### src/design/crsf_pkg.sv
// ----------------------------------------------------------------------------
// crsf_pkg
// Shared types, constants and the crc step for the rc channels frame encoder.
// ----------------------------------------------------------------------------
`default_nettype none

package crsf_pkg;

  localparam int unsigned NumLanes    = 8;
  localparam int unsigned NumChannels = 16;
  localparam int unsigned ChanW       = 11;
  localparam int unsigned UsW         = 16;
  localparam int unsigned PayloadW    = NumChannels * ChanW;  // 176 bits, 22 bytes

  typedef logic [ChanW-1:0] chan_t;
  typedef logic [4:0]       byte_idx_t;
  typedef logic [7:0]       byte_t;

  // frame byte positions
  localparam byte_idx_t IdxAddr       = 5'd0;
  localparam byte_idx_t IdxLen        = 5'd1;
  localparam byte_idx_t IdxType       = 5'd2;
  localparam byte_idx_t IdxPayFirst   = 5'd3;
  localparam byte_idx_t IdxPayLast    = 5'd24;
  localparam byte_idx_t IdxCrc        = 5'd25;

  localparam byte_t FrameLen   = 8'd24;
  localparam byte_t FrameType  = 8'h16;
  localparam byte_t CrcPoly    = 8'hD5;
  localparam byte_t DestReset  = 8'hC8;

  localparam logic [UsW-1:0] UsMin = 16'd1000;
  localparam logic [UsW-1:0] UsMid = 16'd1500;
  localparam logic [UsW-1:0] UsMax = 16'd2000;

  localparam chan_t CrsfMin = 11'd172;
  localparam chan_t CrsfMid = 11'd992;
  localparam chan_t CrsfMax = 11'd1811;

  // floor(m * 819 / 500) for m <= 500 as (m * ScaleMult) >> ScaleShift
  localparam int unsigned ScaleShift = 20;
  localparam logic [20:0] ScaleMult  = 21'd1717568;

  function automatic byte_t crc8_step(input byte_t crc, input byte_t data);
    byte_t c;
    c = crc ^ data;
    for (int b = 0; b < 8; b++) begin
      if (c[7]) begin
        c = {c[6:0], 1'b0} ^ CrcPoly;
      end else begin
        c = {c[6:0], 1'b0};
      end
    end
    return c;
  endfunction

endpackage

`default_nettype wire

### src/design/crsf_rc_frame_encoder.sv
// ----------------------------------------------------------------------------
// crsf_rc_frame_encoder
// Turns eight rc pulse widths into a 26-byte crsf rc channels frame.
// ----------------------------------------------------------------------------
//  channel   dir  payload                                   handshake
//  s_axis    in   8 x 16-bit widths, roll in bits 15:0      tvalid/tready
//  m_axis    out  frame byte, tlast on the crc byte         tvalid/tready
//  cfg       in   destination address, 8 bits               we, no wait
//
//  a frame is 26 bytes, one byte per cycle on the output port while the sink is ready
//  eight lanes scale the channels combinationally and register them; the next word waits in the
//  lane registers and is taken while the current frame is still sent
//  reset puts the address back to 0xC8 and empties both stages
//  output stalls only hold the frame; unless the framer takes them, input is stalled once lanes are full
// ----------------------------------------------------------------------------
`default_nettype none

module crsf_rc_frame_encoder (
  input  wire logic         clk_i,
  input  wire logic         rst_ni,
  input  wire logic         s_axis_tvalid_i,
  output logic              s_axis_tready_o,
  // roll, pitch, throttle, yaw, aux1, aux2, aux3, aux4 (16 bits each, lsb up)
  input  wire logic [127:0] s_axis_tdata_i,
  output logic              m_axis_tvalid_o,
  input  wire logic         m_axis_tready_i,
  // frame_byte
  output logic [7:0]        m_axis_tdata_o,
  output logic              m_axis_tlast_o,
  input  wire logic         cfg_we_i,
  input  wire logic [7:0]   cfg_wdata_i
);
  import crsf_pkg::*;

  logic [7:0]          dest_q;
  logic                lane_valid_d, lane_valid_q;
  logic                load_ready, in_fire;
  chan_t               chans [NumLanes];
  logic [PayloadW-1:0] payload;

  assign s_axis_tready_o = !lane_valid_q || load_ready;
  assign in_fire         = s_axis_tvalid_i && s_axis_tready_o;

  always_ff @(posedge clk_i or negedge rst_ni) begin
    if (!rst_ni) begin
      dest_q <= DestReset;
    end else if (cfg_we_i) begin
      dest_q <= cfg_wdata_i;
    end
  end

  for (genvar g = 0; g < NumLanes; g++) begin : g_lane
    crsf_lane u_lane (
      .clk_i  (clk_i),
      .en_i   (in_fire),
      .us_i   (s_axis_tdata_i[g*UsW +: UsW]),
      .chan_o (chans[g])
    );
    assign payload[g*ChanW +: ChanW] = chans[g];
  end

  // channels 9 to 16 sit at center
  for (genvar g = NumLanes; g < NumChannels; g++) begin : g_fixed
    assign payload[g*ChanW +: ChanW] = CrsfMid;
  end

  always_comb begin
    lane_valid_d = lane_valid_q;
    if (in_fire) begin
      lane_valid_d = 1'b1;
    end else if (load_ready) begin
      lane_valid_d = 1'b0;
    end
  end

  always_ff @(posedge clk_i or negedge rst_ni) begin
    if (!rst_ni) begin
      lane_valid_q <= 1'b0;
    end else begin
      lane_valid_q <= lane_valid_d;
    end
  end

  crsf_framer u_framer (
    .clk_i           (clk_i),
    .rst_ni          (rst_ni),
    .load_valid_i    (lane_valid_q),
    .load_ready_o    (load_ready),
    .payload_i       (payload),
    .dest_i          (dest_q),
    .m_axis_tvalid_o (m_axis_tvalid_o),
    .m_axis_tready_i (m_axis_tready_i),
    .m_axis_tdata_o  (m_axis_tdata_o),
    .m_axis_tlast_o  (m_axis_tlast_o)
  );

endmodule

`default_nettype wire

### src/design/crsf_lane.sv
// ----------------------------------------------------------------------------
// crsf_lane
// One channel: clamp a pulse width, scale it to a crsf value, register it.
// ----------------------------------------------------------------------------
`default_nettype none

module crsf_lane (
  input  wire logic                    clk_i,
  input  wire logic                    en_i,
  input  wire logic [crsf_pkg::UsW-1:0] us_i,
  output crsf_pkg::chan_t              chan_o
);
  import crsf_pkg::*;

  logic [UsW-1:0] lim;
  logic           neg;
  logic [8:0]     mag;
  logic [29:0]    prod;
  logic [9:0]     quot;
  logic [11:0]    val;
  chan_t          chan_d, chan_q;

  always_comb begin
    if (us_i < UsMin) begin
      lim = UsMin;
    end else if (us_i > UsMax) begin
      lim = UsMax;
    end else begin
      lim = us_i;
    end
    neg = (lim < UsMid);
    if (neg) begin
      mag = 9'(UsMid - lim);
    end else begin
      mag = 9'(lim - UsMid);
    end
    prod = 30'(mag) * 30'(ScaleMult);
    quot = prod[ScaleShift+9:ScaleShift];
    if (neg) begin
      val = 12'(CrsfMid) - 12'(quot);
    end else begin
      val = 12'(CrsfMid) + 12'(quot);
    end
    // never reached by the scaled range, kept for safety
    if (val < 12'(CrsfMin)) begin
      chan_d = CrsfMin;
    end else if (val > 12'(CrsfMax)) begin
      chan_d = CrsfMax;
    end else begin
      chan_d = val[ChanW-1:0];
    end
  end

  always_ff @(posedge clk_i) begin
    if (en_i) begin
      chan_q <= chan_d;
    end
  end

  assign chan_o = chan_q;

endmodule

`default_nettype wire

### src/design/crsf_framer.sv
// ----------------------------------------------------------------------------
// crsf_framer
// Merges the lane results into one frame and sends it a byte per cycle while the sink is ready.
// ----------------------------------------------------------------------------
`default_nettype none

module crsf_framer (
  input  wire logic                         clk_i,
  input  wire logic                         rst_ni,
  input  wire logic                         load_valid_i,
  output logic                              load_ready_o,
  input  wire logic [crsf_pkg::PayloadW-1:0] payload_i,
  input  wire logic [7:0]                   dest_i,
  output logic                              m_axis_tvalid_o,
  input  wire logic                         m_axis_tready_i,
  output logic [7:0]                        m_axis_tdata_o,
  output logic                              m_axis_tlast_o
);
  import crsf_pkg::*;

  logic                busy_d, busy_q;
  byte_idx_t           idx_d, idx_q;
  logic [PayloadW-1:0] pay_d, pay_q;
  byte_t               crc_d, crc_q;
  byte_t               cur_byte;
  logic                fire, at_end, load;

  always_comb begin
    case (idx_q)
      IdxAddr: cur_byte = dest_i;
      IdxLen:  cur_byte = FrameLen;
      IdxType: cur_byte = FrameType;
      IdxCrc:  cur_byte = crc_q;
      default: cur_byte = pay_q[7:0];
    endcase
  end

  assign fire         = busy_q && m_axis_tready_i;
  assign at_end       = (idx_q == IdxCrc);
  assign load_ready_o = !busy_q || (fire && at_end);
  assign load         = load_valid_i && load_ready_o;

  always_comb begin
    busy_d = busy_q;
    idx_d  = idx_q;
    pay_d  = pay_q;
    crc_d  = crc_q;
    if (load) begin
      busy_d = 1'b1;
      idx_d  = IdxAddr;
      pay_d  = payload_i;
      crc_d  = '0;
    end else if (fire) begin
      if (at_end) begin
        busy_d = 1'b0;
      end else begin
        idx_d = idx_q + 5'd1;
        if (idx_q >= IdxType) begin
          crc_d = crc8_step(crc_q, cur_byte);
        end
        if (idx_q >= IdxPayFirst && idx_q <= IdxPayLast) begin
          pay_d = {8'd0, pay_q[PayloadW-1:8]};
        end
      end
    end
  end

  always_ff @(posedge clk_i or negedge rst_ni) begin
    if (!rst_ni) begin
      busy_q <= 1'b0;
      idx_q  <= IdxAddr;
    end else begin
      busy_q <= busy_d;
      idx_q  <= idx_d;
    end
  end

  always_ff @(posedge clk_i) begin
    pay_q <= pay_d;
    crc_q <= crc_d;
  end

  assign m_axis_tvalid_o = busy_q;
  assign m_axis_tdata_o  = cur_byte;
  assign m_axis_tlast_o  = at_end;

endmodule

`default_nettype wire
### config.mk
export PLATFORM = sky130hd
export DESIGN_NAME = crsf_rc_frame_encoder
export DESIGN_NICKNAME = d
export VERILOG_FILES = /design/src/design/crsf_pkg.sv /design/src/design/crsf_rc_frame_encoder.sv /design/src/design/crsf_lane.sv /design/src/design/crsf_framer.sv
export SDC_FILE = /design/constraint.sdc
export NUM_CORES = 2
export LEC_CHECK = 0
export ABC_AREA = 1
export BUFFER_PORTS_ARGS = -buffer_cell sky130_fd_sc_hd__buf_4
export CORE_AREA = 2 2 237 239
export CTS_BUF_LIST = sky130_fd_sc_hd__clkbuf_4 sky130_fd_sc_hd__clkbuf_8
export CTS_CLUSTER_DIAMETER = 150
export CTS_CLUSTER_SIZE = 28
export DETAILED_ROUTE_END_ITERATION = 6
export DIE_AREA = 0 0 239 241
export PLACE_DENSITY = 0.92
export SYNTH_ARGS = -nofsm -noshare
export SYNTH_HDL_FRONTEND = slang
export SYNTH_SLANG_ARGS = --single-unit
### constraint.sdc
create_clock -name clk_i -period 8 [get_ports clk_i]
set_input_delay 0.8 -clock clk_i [delete_from_list [all_inputs] [get_ports clk_i]]
set_output_delay 0.8 -clock clk_i [all_outputs]
set_load 0.1 [all_outputs]
## Word-level counts from Yosys, hierarchy flattened

Index checks and enable logic that the tools add are counted.

| operators by class | value |
|---|---|
| $add $sub $neg | 33 |
| multipliers | 8 |
| divide/modulo/power cells | 0 |
| magnitude comparators | 43 |
| equal/unequal tests | 4 |
| shift-type cells | 0 |
| multiplexer cells | 89 |
| bitwise logic cells | 10 |
| reductions and logical operators | 27 |

Operator list:

| kind | count |
|---|---|
| 88-bit two-way mux | 4 |
| 8-bit two-way mux | 36 |
| 16-bit two-way mux | 16 |
| 9-bit by 15-bit multiplier with 24-bit output, second input constant | 8 |
| 16-bit by 11-bit greater-than comparator with 1-bit output, second input constant | 8 |
| 16-bit by 10-bit < comparator with 1-bit output, second input constant | 8 |
| 16-bit by 11-bit < comparator with 1-bit output, second input constant | 8 |
| 12-bit by 11-bit greater-than comparator with 1-bit output, second input constant | 8 |
| 12-bit by 8-bit < comparator with 1-bit output, second input constant | 8 |
| 12-bit two-way mux | 8 |
| 10-bit by 10-bit adder with 11-bit output, first input constant | 8 |
| 11-bit two-way mux | 8 |
| 10-bit by 10-bit subtractor with 11-bit output, first input constant | 8 |
| 9-bit two-way mux | 8 |
| 9-bit subtractor, first input constant | 8 |
| 9-bit subtractor, second input constant | 8 |
| 5-bit NOT | 8 |
| 8-bit one-hot mux with 4 select lines | 1 |
| 2-bit OR reduction | 8 |
| 5-bit two-way mux | 3 |
| 5-bit by 2-bit >= comparator with 1-bit output, second input constant | 2 |
| 3-bit AND reduction | 3 |
| 2-bit nonzero test | 4 |
| 8-bit XOR | 1 |
| 13 further kinds | 24 |

| storage, ports and cells | value |
|---|---|
| register bits after elaboration | 283 |
| bits in latches | 0 |
| memory bits (writable) | 0 |
| memory bits (read-only) | 0 |
| input port bits | 141 |
| output and inout bits | 11 |
| logic and storage cells | 237 |
| memories kept | 0 |

## Longest topological paths before layout

| depth | value |
|---|---|
| depth in word-level cells | 47 |
| depth in mapped cells | 54 |

## Cells and area by module

A second synthesis with hierarchy kept.

| second synthesis, totals | value |
|---|---|
| cell total of the unflattened synthesis | 5585 |
| area total of the unflattened synthesis | 40538.9 µm² |

Modules (own cells, without submodules):

| module | times used | cells each | area an instance (µm²) |
|---|---|---|---|
| crsf_lane (g_lane[0].u_lane ...) | 3 | 561 | 3863.7 |
| crsf_framer | 1 | 1007 | 8998.6 |
| crsf_lane (g_lane[5].u_lane ...) | 2 | 576 | 3970.1 |
| crsf_lane (g_lane[2].u_lane) | 1 | 562 | 3910.0 |
| crsf_lane (g_lane[7].u_lane) | 1 | 580 | 3900.0 |
| crsf_lane (g_lane[3].u_lane) | 1 | 560 | 3831.2 |
| crsf_rc_frame_encoder | 1 | 41 | 367.9 |

## Worst setup path after synthesis

No wires, ideal clock.

| path | value |
|---|---|
| path type | in2reg |
| from | in s_axis_tdata_i[77] |
| to | reg g_lane[4].u_lane.chan_q[0] (data pin) |
| setup time | 0.250 ns |
| arrival time | 7.206 ns |
| required time | 7.750 ns |
| path slack | 0.545 ns |
| cell stages on the path | 47 |
| cell sequence | nor2_1 > nand2_1 > nor2_1 > o21ai_1 > nand2_2 > inv_2 > nor2_4 > inv_1 > nor2_1 > ha_1 > nand2_1 > nand2_1 > nand3b_1 > nand2_1 > buf_2 > buf_2 > nand3_1 > o21ai_0 > [11 not listed] > o21ai_0 > nand2_1 > nand3_1 > xnor2_1 > ha_1 > inv_1 > nor2_1 > nand3_1 > nand2_1 > nand2_1 > nand3_1 > nand2_1 > nor2_1 > nand3_1 > nand2_2 > nand3_1 > nand2_1 > inv_1 |

| between the ends | value |
|---|---|
| word-level cells in the longest chain between the ends | 10 |

RTL lines:

| what | line | RTL |
|---|---|---|
| start: declaration | crsf_rc_frame_encoder.sv:24 | `input wire logic [127:0] s_axis_tdata_i,` |
| 16-bit by 11-bit greater-than comparator with 1-bit output | crsf_lane.sv:26 | `end else if (us_i > UsMax) begin` |
| 16-bit two-way mux | crsf_lane.sv:26 |  |
| 16-bit two-way mux * | crsf_lane.sv:24 | `if (us_i < UsMin) begin` |
| 16-bit by 11-bit < comparator with 1-bit output, or another cell as far along | crsf_lane.sv:31 | `neg = (lim < UsMid);` |
| 9-bit two-way mux | crsf_lane.sv:32 | `if (neg) begin` |
| 9-bit by 15-bit multiplier with 24-bit output | crsf_lane.sv:37 | `prod = 30'(mag) * 30'(ScaleMult);` |
| 10-bit by 10-bit adder with 11-bit output / 10-bit by 10-bit subtractor with 11-bit output (equally long branches) | crsf_lane.sv:42, crsf_lane.sv:40 |  |
| 12-bit two-way mux * | crsf_lane.sv:39 | `if (neg) begin` |
| 12-bit by 11-bit greater-than comparator with 1-bit output | crsf_lane.sv:47 | `end else if (val > 12'(CrsfMax)) begin` |
| 11-bit two-way mux | crsf_lane.sv:47 |  |
| end signal: assignment | crsf_lane.sv:56 | `chan_q <= chan_d;` |
| end: declaration | crsf_lane.sv:21 | `chan_t chan_d, chan_q;` |

Mark *: on every way between the ends. The rest lies on a longest branch, timed or not.
A chain may end at the register's enable or synchronous reset.

## Worst setup path after layout

| path | value |
|---|---|
| from | in s_axis_tdata_i[55] |
| to | reg g_lane[3].u_lane.chan_q[3] (data pin) |

| between the ends | value |
|---|---|
| word-level cells in the longest chain between the ends | 10 |

RTL lines:

| what | line |
|---|---|
| 16-bit by 11-bit greater-than comparator with 1-bit output | crsf_lane.sv:26 |
| 16-bit two-way mux | crsf_lane.sv:26 |
| 16-bit two-way mux * | crsf_lane.sv:24 |
| 16-bit by 11-bit < comparator with 1-bit output, or another cell as far along | crsf_lane.sv:31 |
| 9-bit two-way mux | crsf_lane.sv:32 |
| 9-bit by 15-bit multiplier with 24-bit output | crsf_lane.sv:37 |
| 10-bit by 10-bit adder with 11-bit output / 10-bit by 10-bit subtractor with 11-bit output (equally long branches) | crsf_lane.sv:42, crsf_lane.sv:40 |
| 12-bit two-way mux * | crsf_lane.sv:39 |
| 12-bit by 11-bit greater-than comparator with 1-bit output | crsf_lane.sv:47 |
| 11-bit two-way mux | crsf_lane.sv:47 |
| end signal: assignment | crsf_lane.sv:56 |
| end: declaration | crsf_lane.sv:21 |

Marks and branches as above.

==> flow_results.org <==
** Synth
- Gate Count Post-Synth :: 5,418
- Yosys mapped a number of flops with a built-in enable equal to 176.
- Sorting the synthesized cells by how often they occur yields 1,683 x nand2_1, 1,046 x inv_1, 532 x ha_1.
- When the netlist entered floorplanning its net count stood at 6,295.
- Counting flops with an async set or reset pin after synthesis yields a share of 6.36%.
- Post-synthesis average cell area :: 6.82 um2
- For this run, the number of Yosys warnings is 0.
- Share of Yosys cell area claimed by the top area cell type :: 18.0%
- In this run, synthesis produced a sequential element count of 236.
- Post-synthesis cell type count :: 73
- After synthesis, flip-flops and latches occupy 17.8% of the total area.
- The most used flip-flop cell after synthesis is edfxtp_1.
- Summed over all instances, the cell type with the most area after synthesis is ha_1.
- After synthesis the cells add up to 0.0370 mm2.
- Most frequently used cell type in the post-synthesis netlist :: nand2_1
- Dominant cells by area after synthesis :: ha_1 18%, nand2_1 17%, edfxtp_1 14%

** Floorplan
- The initialized floorplan defines 86 standard-cell rows.
- After floorplanning, the core was sized to cover 0.0549 mm2.
- The die is 239 um wide.
- The floorplan step set the die height to 241 um.
- The initial utilization of the core area, before any placement, comes to 67.4%.
- 152 I/O pins were placed.
- Die footprint :: 0.0576 mm2

** Timing
- The clock period could shrink to 7.55 ns.
- The final hold violation count was 0.
- Setup violations remaining at the end of the flow were counted as 0.
- Slew at the pin closest to its max-slew limit :: 1.18 ns
- Share of the clock period used by the worst path :: 94.3%
- Setup total negative slack :: 0 ns
- Clock Skew :: 0.0333 ns
- On the final layout, the worst hold slack is 0.117 ns.
- Maximum clock frequency :: 133 MHz
- Relative max-transition margin :: 21.6%
- Crit path setup slack, layout :: 0.453 ns
- The total count of max-transition violations in the final report was 0.

** Worst setup path
- Most frequent CP cell :: nand2_1
- The largest single stage delay on the critical path is 0.54 ns.
- The slowest stage of the critical path belongs to the cell fa_1.
- The worst setup path is captured at a register.
- Data on the critical path arrives at its endpoint at 7.83 ns.
- The cell family contributing the most delay on the critical path is simple AND/OR/NAND/NOR gates.
- Together, buffers and inverters on the worst path number 9.
- Data required time at the worst endpoint :: 8.28 ns
- Setup crit start kind :: input port
- Worst reg2reg startpoint :: u_framer.idx_q[1]$_DFFE_PN0P_
- Crit path kind :: in -> reg
- Across all register-to-register paths, the minimum setup slack is 3.59 ns.
- Critical-path maximum fanout :: 18
- In this run the critical register-to-register path is captured at u_framer.idx_q[4]$_DFFE_PN0P_.
- Reg2reg path depth :: 16

** Cells and area
- Antenna diodes :: 0
- Relative to the synthesized area, the layout overhead comes to 7.31%.
- Total Nets Final :: 6,475
- Post-route standard cell area excluding fillers :: 0.0397 mm2
- Once layout is complete, the cells apart from fillers number 6,307.
- Share of post-route cells with drive strength above 1 :: 8.08%

** Run status
- The run finished, with violations left.
- The checks that failed: DRC.

** Detailed routing
- Routed via count :: 34.7k
- Routed wire length :: 87,600 um
- Number of optimization iterations in the first detailed-route pass :: 7
- Remaining DRCs :: 1
- Dividing the detail-routed via count by the number of cells gives 5.50.
- Once detail routing completed, the nets flagged for antenna violations numbered 0.
- Average detailed-routed wire length per instance :: 13.9 um
- The first routing iteration left 2,826 violations.

** GRT
- Global-route wire length before repair :: 148,000 um
- Pin count of the biggest net entering global routing :: 90
- After global routing the overflow that remains totals 0.
- Initial antenna violation count :: 0
- The number of global-route vias before repair was 33.6k.
- Global routing used 30.2% of the available tracks across all layers.

** Place
- Buffers added on ports :: 151
- At the end of routability-driven placement, the weighted congestion stood at 0.950.
- OpenSTA, run right after detailed placement, puts the worst setup slack at -0.181 ns.
- Detailed placement ended at an HPWL of 72,900 um.
- Cell Count Post-Placement :: 6,277
- Total cell area at the placement stage :: 0.0392 mm2

** Hold path
- Worst hold-check path type :: in -> async

** Clock network
- The tree built by TritonCTS fans out to 236 sinks.
- Clock H-tree levels :: 1
- Insertion delay to the later sink of the worst-skew pair :: 0.53 ns
- TritonCTS Buffers :: 12
- Count of hold-fix buffers inserted at cts :: 0
- TritonCTS built the clock tree.
- The clock passes through at most 3 buffers.
- Root Buffer :: clkbuf_8
- After clock tree synthesis, the clock-pin slew on the worst setup and hold paths is 0.17 ns.

** Job
- The tool flagged a number of max-cap violations equal to 0.

** Power
- Power spread over the standard cell area amounts to 307 mW/mm2.
- Leakage power figure :: 22.1 nW
- Peak ir drop on the vdd network :: 0.498 mV
==> registers in the layout (all words and copies together), names as in the netlist <==
name and count:
lane_valid_q 1, u_framer.m_axis_tvalid_o 1, dest_q 8, u_framer.idx_q 5, u_framer.pay_q 125, g_lane.u_lane.chan_o 88, u_framer.crc_q 8
==> final cells by class <==
class	count	area (um2)
clock inverter	2	25.0
inverter	1080	4060
fill	4271	15200
sequential	236	6570
timing repair buffer	218	1640
tap	704	881
clock buffer	17	203
multi-input combinational	4050	26300
==> report_power, final <==
part | total (mW) | internal [mW] | switching, mW
Clock | 0.530 | 0.173 | 0.358
Sequential | 2.22 | 2.03 | 0.182
Combinational | 9.42 | 3.16 | 6.26
Total | 12.2 | 5.37 | 6.80
==> routing by layer <==
metal  track usage, %  part of all wire, %  up-vias
li1                 -                    -    17500
met1             38.5                   43    15900
met2             55.6                   49     1117
met3             1.65                  4.8      190
met4             8.16                  2.6        0
met5                0                    0        -
==> per-stage QoR <==
step	utilization, %	total power [mW]
6_report	72.3	12.2
5_1_grt	72.3	13.6
4_1_cts	71.8	11.9
3_5_place_dp	71.3	11.4
3_3_place_gp	71.3	11.0
2_1_floorplan	-	9.36
==> repair_timing <==
item / CTS / global route
endpoints found under the setup margin: 0 / 48
resized for setup: 0 / 53
setup buffers: 0 / 9
==> layout by cell type, fill, tap and decap left out, types with 7 or more instances in the layout <==
cell type  count
or2_2         10
a21oi_1      181
dfrtp_1       12
nand3b_1      24
xor2_1        66
inv_1       1043
ha_1         527
inv_2         31
o21ai_2        9
xnor2_1       35
nor2_4        11
nand4_1       92
nor2_2        18
edfxtp_1     176
fa_1         204
xor2_2         8
nand2_1     1677
o21bai_1      19
dfxtp_1       45
nand2_4        7
nand2_2       55
nor3_2         7
a21boi_0      13
nand3_1      375
nor3_1        46
o21ai_1       25
a21o_1         7
buf_4        216
nor2_1       363
and2_1         8
o21ai_0      160
a31oi_1        7
nand3_2       15
o211ai_1       9
clkbuf_8      12
==> logic make-up (layout without fill, tap and decap cells) <==
group           count (synthesis)  after routing  share of synthesized area [%]
simple gates                 2733           2733                           31.4
buf+inv                      1134           1317                           11.7
fa+ha+maj                     736            736                           29.1
compound gates                461            463                           7.11
flops                         236            236                           17.8
xor+xnor                      111            111                           2.75
mux                             7              7                          0.210
==> worst max-delay path by stage <==
stage | cells past startpoint | slack [ns] | end | from
floorplan | 47 | 0.54 | g_lane[4].u_lane.chan_o[0]$_SDFFCE_PN0P_ | s_axis_tdata_i[77]
global placement | 44 | -0.07 | g_lane[3].u_lane.chan_o[2]$_SDFFCE_PN1P_ | s_axis_tdata_i[55]
detailed placement | 48 | -0.18 | g_lane[0].u_lane.chan_o[5]$_SDFFCE_PN1P_ | s_axis_tdata_i[3]
CTS | 44 | 0.34 | g_lane[3].u_lane.chan_o[2]$_SDFFCE_PN1P_ | s_axis_tdata_i[55]
global route | 51 | -0.06 | g_lane[7].u_lane.chan_o[5]$_SDFFCE_PN1P_ | s_axis_tdata_i[115]
finish | 45 | 0.45 | g_lane[3].u_lane.chan_o[3]$_SDFFCE_PN1P_ | s_axis_tdata_i[55]
Power figures use the tool's default switching activity.
